**config.mk**
```make
export PLATFORM = sky130hd
export DESIGN_NAME = ack_retransmit_table
export DESIGN_NICKNAME = d
export VERILOG_FILES = /design/src/rtl/art_pkg.sv /design/src/rtl/art_ctrl.sv /design/src/rtl/art_dp.sv /design/src/rtl/ack_retransmit_table.sv
export VERILOG_INCLUDE_DIRS = /design/src /design/src/rtl
export SDC_FILE = /design/constraint.sdc
export NUM_CORES = 2
export LEC_CHECK = 0
export ABC_AREA = 1
export BUFFER_PORTS_ARGS = -buffer_cell sky130_fd_sc_hd__buf_4
export CAP_MARGIN = 30
export CORE_UTILIZATION = 39
export DETAILED_ROUTE_END_ITERATION = 6
export SYNTH_ARGS = -nofsm -noshare
export SYNTH_HDL_FRONTEND = slang
export SYNTH_HIERARCHICAL = 1
export SYNTH_SLANG_ARGS = --single-unit
```
**constraint.sdc**
```tcl
create_clock -name clk_i -period 8 [get_ports clk_i]
set_input_delay 0 -clock clk_i [delete_from_list [all_inputs] [get_ports clk_i]]
set_output_delay 0 -clock clk_i [all_outputs]
set_load 0.01 [all_outputs]
```
**src/rtl/assert_macros.svh**
```systemverilog
// Assertion macros for the retransmit table RTL.
// Depends on nothing; included by the modules that carry assertions.
`ifndef ASSERT_MACROS_SVH
`define ASSERT_MACROS_SVH

// Plain property, sampled on the rising clock, off while in reset.
`define ASSERT_AT(lbl, clk, rst_n, prop) \
  lbl: assert property (@(posedge clk) disable iff (!rst_n) (prop)) \
    else $error("assertion failed");

// Same-cycle implication.
`define ASSERT_IMPL(lbl, clk, rst_n, ante, cons) \
  lbl: assert property (@(posedge clk) disable iff (!rst_n) (ante) |-> (cons)) \
    else $error("assertion failed");

`endif

```
**src/rtl/art_pkg.sv**
```systemverilog
// Types, constants and codes for the retransmit table.
// Used by art_ctrl, art_dp and ack_retransmit_table.
package art_pkg;

  localparam int Depth    = 16;
  localparam int IdxW     = (Depth > 1) ? $clog2(Depth) : 1;
  localparam int CntW     = $clog2(Depth + 1);
  localparam int SeqW     = 32;
  localparam int TimeW    = 32;
  localparam int AttW     = 8;
  localparam int RetryW   = 16;
  localparam int CfgDataW = 16;
  localparam int CfgIdxW  = 1;
  localparam int OpW      = 2;
  localparam int KindW    = 2;
  localparam int InDataW  = SeqW + TimeW;
  localparam int OutDataW = SeqW + AttW;

  localparam logic [OpW-1:0] OpSend = 2'd0;
  localparam logic [OpW-1:0] OpAck  = 2'd1;
  localparam logic [OpW-1:0] OpTick = 2'd2;

  localparam logic [KindW-1:0] KindResend = 2'd0;
  localparam logic [KindW-1:0] KindGaveUp = 2'd1;
  localparam logic [KindW-1:0] KindFull   = 2'd2;

  localparam logic [CfgIdxW-1:0] CfgRetryMs    = 1'b0;
  localparam logic [CfgIdxW-1:0] CfgMaxRetries = 1'b1;

  localparam logic [RetryW-1:0] RetryMsReset    = 16'd100;
  localparam logic [AttW-1:0]   MaxRetriesReset = 8'd3;

  typedef struct packed {
    logic [SeqW-1:0]  seq;
    logic [AttW-1:0]  att;
    logic [TimeW-1:0] sent;
  } entry_t;

  typedef struct packed {
    logic do_send;
    logic start_fwd;
    logic start_bwd;
    logic rd;
    logic ack_eval;
    logic tick_eval;
    logic flush;
    logic comp_init;
    logic comp_eval;
  } cmd_t;

  typedef struct packed {
    logic count_zero;
    logic last_fwd;
    logic idx_zero;
    logic match;
    logic any_drop;
    logic stall;
    logic hold_valid;
    logic out_free;
  } sts_t;

endpackage

```
**src/rtl/art_ctrl.sv**
```systemverilog
// Sequencer for the retransmit table: accepts transactions and steps the
// datapath through ack scans, tick walks and compaction. Uses art_pkg.
module art_ctrl (
  input  logic                  clk_i,
  input  logic                  rst_ni,
  input  logic                  in_valid_i,
  input  logic [art_pkg::OpW-1:0] in_op_i,
  output logic                  in_ready_o,
  input  art_pkg::sts_t         sts_i,
  output art_pkg::cmd_t         cmd_o
);
  import art_pkg::*;

  localparam logic [2:0] SIdle  = 3'd0;
  localparam logic [2:0] SAckRd = 3'd1;
  localparam logic [2:0] SAckEv = 3'd2;
  localparam logic [2:0] STckRd = 3'd3;
  localparam logic [2:0] STckEv = 3'd4;
  localparam logic [2:0] SFlush = 3'd5;
  localparam logic [2:0] SCmpRd = 3'd6;
  localparam logic [2:0] SCmpEv = 3'd7;

  logic [2:0] state_q, state_d;
  logic       fire;

  assign in_ready_o = (state_q == SIdle) && sts_i.out_free;
  assign fire       = in_valid_i && in_ready_o;

  always_comb begin
    state_d = state_q;
    cmd_o   = '0;
    unique case (state_q)
      SIdle: begin
        if (fire) begin
          unique case (in_op_i)
            OpSend: cmd_o.do_send = 1'b1;
            OpAck: begin
              cmd_o.start_fwd = 1'b1;
              if (!sts_i.count_zero) state_d = SAckRd;
            end
            OpTick: begin
              cmd_o.start_bwd = 1'b1;
              if (!sts_i.count_zero) state_d = STckRd;
            end
            default: ;
          endcase
        end
      end
      SAckRd: begin
        cmd_o.rd = 1'b1;
        state_d  = SAckEv;
      end
      SAckEv: begin
        cmd_o.ack_eval = 1'b1;
        if (sts_i.last_fwd) begin
          if (sts_i.match || sts_i.any_drop) begin
            cmd_o.comp_init = 1'b1;
            state_d         = SCmpRd;
          end else begin
            state_d = SIdle;
          end
        end else begin
          state_d = SAckRd;
        end
      end
      STckRd: begin
        cmd_o.rd = 1'b1;
        state_d  = STckEv;
      end
      STckEv: begin
        if (!sts_i.stall) begin
          cmd_o.tick_eval = 1'b1;
          state_d         = sts_i.idx_zero ? SFlush : STckRd;
        end
      end
      SFlush: begin
        if (sts_i.out_free || !sts_i.hold_valid) begin
          cmd_o.flush = 1'b1;
          if (sts_i.any_drop) begin
            cmd_o.comp_init = 1'b1;
            state_d         = SCmpRd;
          end else begin
            state_d = SIdle;
          end
        end
      end
      SCmpRd: begin
        cmd_o.rd = 1'b1;
        state_d  = SCmpEv;
      end
      SCmpEv: begin
        cmd_o.comp_eval = 1'b1;
        state_d         = sts_i.last_fwd ? SIdle : SCmpRd;
      end
      default: state_d = SIdle;
    endcase
  end

  always_ff @(posedge clk_i or negedge rst_ni) begin
    if (!rst_ni) begin
      state_q <= SIdle;
    end else begin
      state_q <= state_d;
    end
  end

endmodule

```
**src/rtl/art_dp.sv**
```systemverilog
// Datapath of the retransmit table: entry memory, counters, keep mask,
// held result, output register and configuration. Uses art_pkg, assert_macros.svh.
`include "assert_macros.svh"

module art_dp (
  input  logic                             clk_i,
  input  logic                             rst_ni,
  input  logic                             cfg_we_i,
  input  logic [art_pkg::CfgIdxW-1:0]      cfg_idx_i,
  input  logic [art_pkg::CfgDataW-1:0]     cfg_data_i,
  input  logic [art_pkg::SeqW-1:0]         in_seq_i,
  input  logic [art_pkg::TimeW-1:0]        in_now_i,
  input  art_pkg::cmd_t                    cmd_i,
  output art_pkg::sts_t                    sts_o,
  input  logic                             out_ready_i,
  output logic                             out_valid_o,
  output logic [art_pkg::KindW-1:0]        out_kind_o,
  output logic [art_pkg::SeqW-1:0]         out_seq_o,
  output logic [art_pkg::AttW-1:0]         out_att_o,
  output logic                             out_last_o
);
  import art_pkg::*;

  entry_t              mem [Depth];
  entry_t              rdata_q;
  logic                we;
  logic [IdxW-1:0]     waddr;
  entry_t              wdata;

  logic [RetryW-1:0]   retry_q;
  logic [AttW-1:0]     max_q;
  logic [CntW-1:0]     count_q, count_d;
  logic [CntW-1:0]     wr_q, wr_d;
  logic [IdxW-1:0]     idx_q, idx_d;
  logic [Depth-1:0]    keep_q, keep_d;
  logic                drop_q, drop_d;
  logic [SeqW-1:0]     req_seq_q;
  logic [TimeW-1:0]    req_now_q;

  logic                hold_valid_q, hold_valid_d;
  logic [KindW-1:0]    hold_kind_q, hold_kind_d;
  logic [SeqW-1:0]     hold_seq_q, hold_seq_d;
  logic [AttW-1:0]     hold_att_q, hold_att_d;

  logic                out_valid_q, out_valid_d;
  logic [KindW-1:0]    out_kind_q, out_kind_d;
  logic [SeqW-1:0]     out_seq_q, out_seq_d;
  logic [AttW-1:0]     out_att_q, out_att_d;
  logic                out_last_q, out_last_d;

  logic [TimeW-1:0]    elapsed;
  logic                due, give_up, match, out_free, last_fwd;
  logic [AttW-1:0]     att_inc;

  assign out_free = !out_valid_q || out_ready_i;
  assign elapsed  = req_now_q - rdata_q.sent;
  assign due      = elapsed >= TimeW'(retry_q);
  assign give_up  = rdata_q.att >= max_q;
  assign att_inc  = (rdata_q.att == {AttW{1'b1}}) ? rdata_q.att : rdata_q.att + AttW'(1);
  assign match    = rdata_q.seq == req_seq_q;
  assign last_fwd = (CntW'(idx_q) + CntW'(1)) == count_q;

  always_comb begin
    sts_o            = '0;
    sts_o.count_zero = count_q == '0;
    sts_o.last_fwd   = last_fwd;
    sts_o.idx_zero   = idx_q == '0;
    sts_o.match      = match;
    sts_o.any_drop   = drop_q;
    sts_o.stall      = due && hold_valid_q && !out_free;
    sts_o.hold_valid = hold_valid_q;
    sts_o.out_free   = out_free;
  end

  always_comb begin
    count_d      = count_q;
    wr_d         = wr_q;
    idx_d        = idx_q;
    keep_d       = keep_q;
    drop_d       = drop_q;
    hold_valid_d = hold_valid_q;
    hold_kind_d  = hold_kind_q;
    hold_seq_d   = hold_seq_q;
    hold_att_d   = hold_att_q;
    out_valid_d  = out_valid_q && !out_ready_i;
    out_kind_d   = out_kind_q;
    out_seq_d    = out_seq_q;
    out_att_d    = out_att_q;
    out_last_d   = out_last_q;
    we           = 1'b0;
    waddr        = idx_q;
    wdata        = rdata_q;

    if (cmd_i.do_send) begin
      if (count_q == CntW'(Depth)) begin
        out_valid_d = 1'b1;
        out_kind_d  = KindFull;
        out_seq_d   = in_seq_i;
        out_att_d   = '0;
        out_last_d  = 1'b1;
      end else begin
        we         = 1'b1;
        waddr      = count_q[IdxW-1:0];
        wdata.seq  = in_seq_i;
        wdata.att  = AttW'(1);
        wdata.sent = in_now_i;
        count_d    = count_q + CntW'(1);
      end
    end

    if (cmd_i.start_fwd || cmd_i.start_bwd) begin
      keep_d = '1;
      drop_d = 1'b0;
      idx_d  = cmd_i.start_fwd ? '0 : IdxW'(count_q - CntW'(1));
    end

    if (cmd_i.ack_eval) begin
      if (match) begin
        keep_d[idx_q] = 1'b0;
        drop_d        = 1'b1;
      end
      idx_d = idx_q + IdxW'(1);
    end

    if (cmd_i.tick_eval) begin
      if (due) begin
        if (hold_valid_q) begin
          out_valid_d = 1'b1;
          out_kind_d  = hold_kind_q;
          out_seq_d   = hold_seq_q;
          out_att_d   = hold_att_q;
          out_last_d  = 1'b0;
        end
        hold_valid_d = 1'b1;
        hold_kind_d  = give_up ? KindGaveUp : KindResend;
        hold_seq_d   = rdata_q.seq;
        hold_att_d   = rdata_q.att;
        if (give_up) begin
          keep_d[idx_q] = 1'b0;
          drop_d        = 1'b1;
        end else begin
          we         = 1'b1;
          waddr      = idx_q;
          wdata.att  = att_inc;
          wdata.sent = req_now_q;
        end
      end
      idx_d = idx_q - IdxW'(1);
    end

    if (cmd_i.flush && hold_valid_q) begin
      out_valid_d  = 1'b1;
      out_kind_d   = hold_kind_q;
      out_seq_d    = hold_seq_q;
      out_att_d    = hold_att_q;
      out_last_d   = 1'b1;
      hold_valid_d = 1'b0;
    end

    if (cmd_i.comp_eval) begin
      if (keep_q[idx_q]) begin
        we    = 1'b1;
        waddr = wr_q[IdxW-1:0];
        wdata = rdata_q;
        wr_d  = wr_q + CntW'(1);
      end
      idx_d = idx_q + IdxW'(1);
      if (last_fwd) count_d = wr_d;
    end

    if (cmd_i.comp_init) begin
      idx_d = '0;
      wr_d  = '0;
    end
  end

  always_ff @(posedge clk_i) begin
    if (we) mem[waddr] <= wdata;
    if (cmd_i.rd) rdata_q <= mem[idx_q];
  end

  always_ff @(posedge clk_i or negedge rst_ni) begin
    if (!rst_ni) begin
      retry_q      <= RetryMsReset;
      max_q        <= MaxRetriesReset;
      count_q      <= '0;
      wr_q         <= '0;
      idx_q        <= '0;
      keep_q       <= '1;
      drop_q       <= 1'b0;
      hold_valid_q <= 1'b0;
      out_valid_q  <= 1'b0;
    end else begin
      if (cfg_we_i) begin
        unique case (cfg_idx_i)
          CfgRetryMs:    retry_q <= cfg_data_i[RetryW-1:0];
          CfgMaxRetries: max_q   <= cfg_data_i[AttW-1:0];
          default: ;
        endcase
      end
      count_q      <= count_d;
      wr_q         <= wr_d;
      idx_q        <= idx_d;
      keep_q       <= keep_d;
      drop_q       <= drop_d;
      hold_valid_q <= hold_valid_d;
      out_valid_q  <= out_valid_d;
    end
  end

  always_ff @(posedge clk_i) begin
    if (cmd_i.start_fwd || cmd_i.start_bwd) begin
      req_seq_q <= in_seq_i;
      req_now_q <= in_now_i;
    end
    hold_kind_q <= hold_kind_d;
    hold_seq_q  <= hold_seq_d;
    hold_att_q  <= hold_att_d;
    out_kind_q  <= out_kind_d;
    out_seq_q   <= out_seq_d;
    out_att_q   <= out_att_d;
    out_last_q  <= out_last_d;
  end

  assign out_valid_o = out_valid_q;
  assign out_kind_o  = out_kind_q;
  assign out_seq_o   = out_seq_q;
  assign out_att_o   = out_att_q;
  assign out_last_o  = out_last_q;

  `ASSERT_AT(count_in_range_a, clk_i, rst_ni, count_q <= CntW'(Depth))
  `ASSERT_IMPL(comp_wr_behind_rd_a, clk_i, rst_ni, cmd_i.comp_eval, wr_q <= CntW'(idx_q))
  `ASSERT_IMPL(no_eval_on_stall_a, clk_i, rst_ni, cmd_i.tick_eval, !sts_o.stall)

endmodule

```
**src/rtl/ack_retransmit_table.sv**
```systemverilog
// Top level of the ack retransmit table: controller plus datapath.
// Depends on art_pkg, art_ctrl and art_dp.
//
//  channel   dir  handshake                     payload
//  s_axis    in   s_axis_tvalid/s_axis_tready   tuser op, tdata {now_ms, seq}
//  m_axis    out  m_axis_tvalid/m_axis_tready   tuser kind, tdata {attempts, seq}, tlast
//  cfg       in   cfg_we_i                      cfg_idx_i, cfg_data_i
//
// Send stores an entry or reports full. Ack reads then evaluates each entry, oldest
// first, and compacts if any matched. Tick walks them newest first, flushes the held result
// and compacts if one gave up. The entry memory is single-port with registered read data.
// Reset clears the entry count; no clearing pass. A busy output stalls a tick walk.
module ack_retransmit_table (
  input  logic                            clk_i,
  input  logic                            rst_ni,
  input  logic                            cfg_we_i,
  input  logic [art_pkg::CfgIdxW-1:0]     cfg_idx_i,
  input  logic [art_pkg::CfgDataW-1:0]    cfg_data_i,
  input  logic                            s_axis_tvalid,
  output logic                            s_axis_tready,
  input  logic [art_pkg::OpW-1:0]         s_axis_tuser,  // op
  input  logic [art_pkg::InDataW-1:0]     s_axis_tdata,  // seq, now_ms
  output logic                            m_axis_tvalid,
  input  logic                            m_axis_tready,
  output logic [art_pkg::KindW-1:0]       m_axis_tuser,  // kind
  output logic [art_pkg::OutDataW-1:0]    m_axis_tdata,  // seq_out, attempts_out
  output logic                            m_axis_tlast
);
  import art_pkg::*;

  cmd_t            cmd;
  sts_t            sts;
  logic [SeqW-1:0] out_seq;
  logic [AttW-1:0] out_att;

  art_ctrl u_ctrl (
    .clk_i      (clk_i),
    .rst_ni     (rst_ni),
    .in_valid_i (s_axis_tvalid),
    .in_op_i    (s_axis_tuser),
    .in_ready_o (s_axis_tready),
    .sts_i      (sts),
    .cmd_o      (cmd)
  );

  art_dp u_dp (
    .clk_i       (clk_i),
    .rst_ni      (rst_ni),
    .cfg_we_i    (cfg_we_i),
    .cfg_idx_i   (cfg_idx_i),
    .cfg_data_i  (cfg_data_i),
    .in_seq_i    (s_axis_tdata[SeqW-1:0]),
    .in_now_i    (s_axis_tdata[SeqW+TimeW-1:SeqW]),
    .cmd_i       (cmd),
    .sts_o       (sts),
    .out_ready_i (m_axis_tready),
    .out_valid_o (m_axis_tvalid),
    .out_kind_o  (m_axis_tuser),
    .out_seq_o   (out_seq),
    .out_att_o   (out_att),
    .out_last_o  (m_axis_tlast)
  );

  assign m_axis_tdata = {out_att, out_seq};

endmodule

```
==> flow_summary.toml <==
[route]
first_pass_iters = 7
vias = 40600
drc_errors = 1
routed_via_density = 5.43
drt_wl_total_um = 168000
drt_iter0_drc = 3955
final_antenna_net_count = 0
wl_per_cell_um = 22.4

[flow_run]
maxCapViolCount = 0

[floorplanning]
rows = 143
start_util = 0.393
dieArea_mm2 = 0.155
die_h_um = 393
die_width_um = 393
ios = 133
core_region_area_mm2 = 0.152

[power_and_ir_drop]
leakagePower_nw = 20.8
p_switching_mw = 2.90
seq_power_share = 0.550
peakVddDrop_uv = 235
intPower_mw = 11.8
fin_total_pwr_mw = 14.7
clockPowerShare = 0.437
p_per_area_mw_per_mm2 = 212
power_frac_comb = 0.013
swShare = 0.197

[clock_tree]
post_cts_buffers = 0
insertion_delay_ps = 780
cts_root_buf = "clkbuf_16"
numCtsBuffers = 144
clkTransAtPathRegs_ps = 60
cts.sinks = 1432
h-tree-depth = 4
cts_tree = "done"
clockBufferDepth = 3

[status]
status = "finished, violations left"
violations = "DRC"

[placed_design]
hpwl_um = 98400
gp_routability_congestion = 0.921
dp_slack_ps = 1690
port_buffers = 132

[timing]
drv_slew = 0
finalCritPeriodShare = 0.790
hold_violations = 0
hold_ws_ps = 59.7
tns_ps = 0
tightestPinTransition_ps = 993
slew_headroom = 0.338
period_minus_slack_ps = 6320
setup_ws_ps = 1680
rsz0062_at_grt = "false"
setup_violations = 0
max_freq_mhz = 158
skew_ps = 25.4

[global_routing]
grt_antenna_before_repair = 1
track_usage = 0.214
overflow = 0
grt_max_degree = 202
grt_pass1_vias = 38500
grt_pass1_wl_um = 248000

[setup_path]
critPathMostFrequentCell = "nand2_1"
crit_path_start_kind = "register"
cp-end-kind = "register"
path_max_fanout = 47
critical_path_buf_inv_count = 2
critical-path-top-delay-family = "simple AND/OR/NAND/NOR gates"
slowest_delay_ps = 820
cp.required_ps = 8430
slowest_stage = "nor2_4"
crit_type = "register to register"
arrival_ps = 6750

[logic_synthesis]
synth_nets = 5238
synth.area.top_cells = "edfxtp_1 67%, o21ai_0 5.7%, nand2_1 5.0%"
yosys.area.top_type = "edfxtp_1"
synth_edf_count = 1329
synthArstFlopShare = 0.0419
synth_top_area_frac = 0.668
avgSynthCellArea_um2 = 11.7
synth_flop_cell = "edfxtp_1"
synth_cell_types = 50
yosys-top-cells-count = "1329 x edfxtp_1, 803 x nand2_1, 750 x nor2_1, 680 x o21ai_0, 298 x o22ai_1"
synth.most_common_cell = "edfxtp_1"
ys_seq_area_frac = 0.709
syn-instance-count = 5084
synth-warning-count = 6
syn_area_mm2 = 0.0597
ys_seq_elements = 1432

[finish]
drive_gt1_frac = 0.103
synthToLayoutAreaGrowth_pct = 16.1
nets = 5495
fin_util = 0.456

[hold_path]
hold_path_class = "input pin to register"
area by class of cell:
type | count | area, um2
clock buffers | 205 | 3950
clock inverters | 56 | 484
diodes | 1 | 2.50
multi-input cells | 3071 | 15300
inverters | 296 | 1130
repair buffers | 396 | 3560
flip-flops and latches | 1432 | 42300
well taps | 2030 | 2540
fillers | 13600 | 82600
worst paths after layout:
check	startpoint	end	slack, ps	cells past startpoint
setup / recovery	u_dp/rdata_q[0]$_DFFE_PP_	u_dp/mem[11][20]$_DFFE_PP_	1680	27
setup reg to reg	u_dp/rdata_q[0]$_DFFE_PP_	u_dp/mem[11][20]$_DFFE_PP_	1680	27
hold / removal	s_axis_tdata[33]	u_dp/req_now_q[1]$_DFFE_PP_	60	2
hold reg to reg	u_dp/hold_att_q[1]$_DFFE_PP_	u_dp/out_att_o[1]$_DFF_P_	440	2
min in group asynchronous	rst_ni	u_dp/keep_q[6]$_DFF_PN1_	510	3
max in group asynchronous	rst_ni	u_dp/idx_q[1]$_DFFE_PN0P_	7220	4
per-layer routing:
metal	part of all wire	GRT usage	vias to the layer above
li1	-	-	18700
met1	0.43	0.304	20000
met2	0.47	0.341	1672
met3	0.076	0.0306	246
met4	0.025	0.0635	0
met5	0	0	-
cells by family (layout without fill, tap and decap cells):
logic type | after synthesis | count (layout) | synth area share
XOR/XNOR | 43 | 43 | 0.00631
AO/OA/AOI/OAI | 1162 | 1162 | 0.109
other | 0 | 1 | 0
flip-flops | 1432 | 1432 | 0.709
adder cells (fa/ha/maj) | 66 | 66 | 0.0140
AND/OR/NAND/NOR | 1772 | 1772 | 0.120
multiplexers | 28 | 28 | 0.00528
buffers and inverters | 581 | 953 | 0.0376
timing repair:
| action | 4_1_cts | 5_1_grt |
|---|---|---|
| gates resized for setup | 0 | 0 |
| endpoints found under the hold margin | 761 | 0 |
| hold buffers | 159 | 0 |
placed cells by master, fill, tap and decap left out, drive strengths merged, types with 53 or more instances in the layout:
cell type	Yosys	routed
nor2	761	761
dlygate4sd3	0	158
o211ai	67	67
clkbuf	242	205
nand4	82	82
o21ai	683	683
o22ai	298	298
buf	43	238
a21oi	53	53
inv	293	303
nand3	76	76
edfxtp	1329	1329
nand2	809	809
ha	65	65
worst reg2reg max path, stage by stage, from the launching register on:
cell and delay (ps):
edfxtp_1 390, ha_1 240, fa_1 430, inv_1 100, nand2_1 60, nand3b_1 150, nand2_1 100, nand2_1 130
xor2_1 160, ha_1 240, nand2_1 90, nor2_1 50, a211oi_1 170, nand2_1 80, nor2_1 90, nand2_1 50
nor2_1 90, nand2_1 90, nor2_4 190, nand2_4 110, nand2_1 70, nor2_1 50, nor2_1 550, nand3_1 190
a21oi_1 430, nand3_1 430, nor2_4 820, buf_12 370
power by group through the flow:
stage	logic, mW	registers, mW	clock network, mW
final	0.186	8.09	6.43
after global routing	0.206	8.09	6.80
after CTS	0.188	8.09	6.54
after detailed placement	0.120	8.25	0
after global placement	0.117	8.25	0
after floorplan	0.0488	8.24	0
through the flow:
step | std cells | cell area [um2]
after global routing | 7486 | 69300
after detailed placement | 7066 | 63200
after global placement | 7059 | 63100
final | 7487 | 69300
after CTS | 7486 | 69300
after floorplan | 5084 | 59700
flip-flops by register name (all words and copies together) (netlist names), 16 cells and up:
name	cells
u_dp/req_seq_q	32
u_dp/keep_q	16
u_dp/mem	1152
u_dp/rdata_q	72
u_dp/out_seq_o	32
u_dp/req_now_q	32
u_dp/retry_q	16
u_dp/hold_seq_q	32
(Power assumes the default switching activity.)
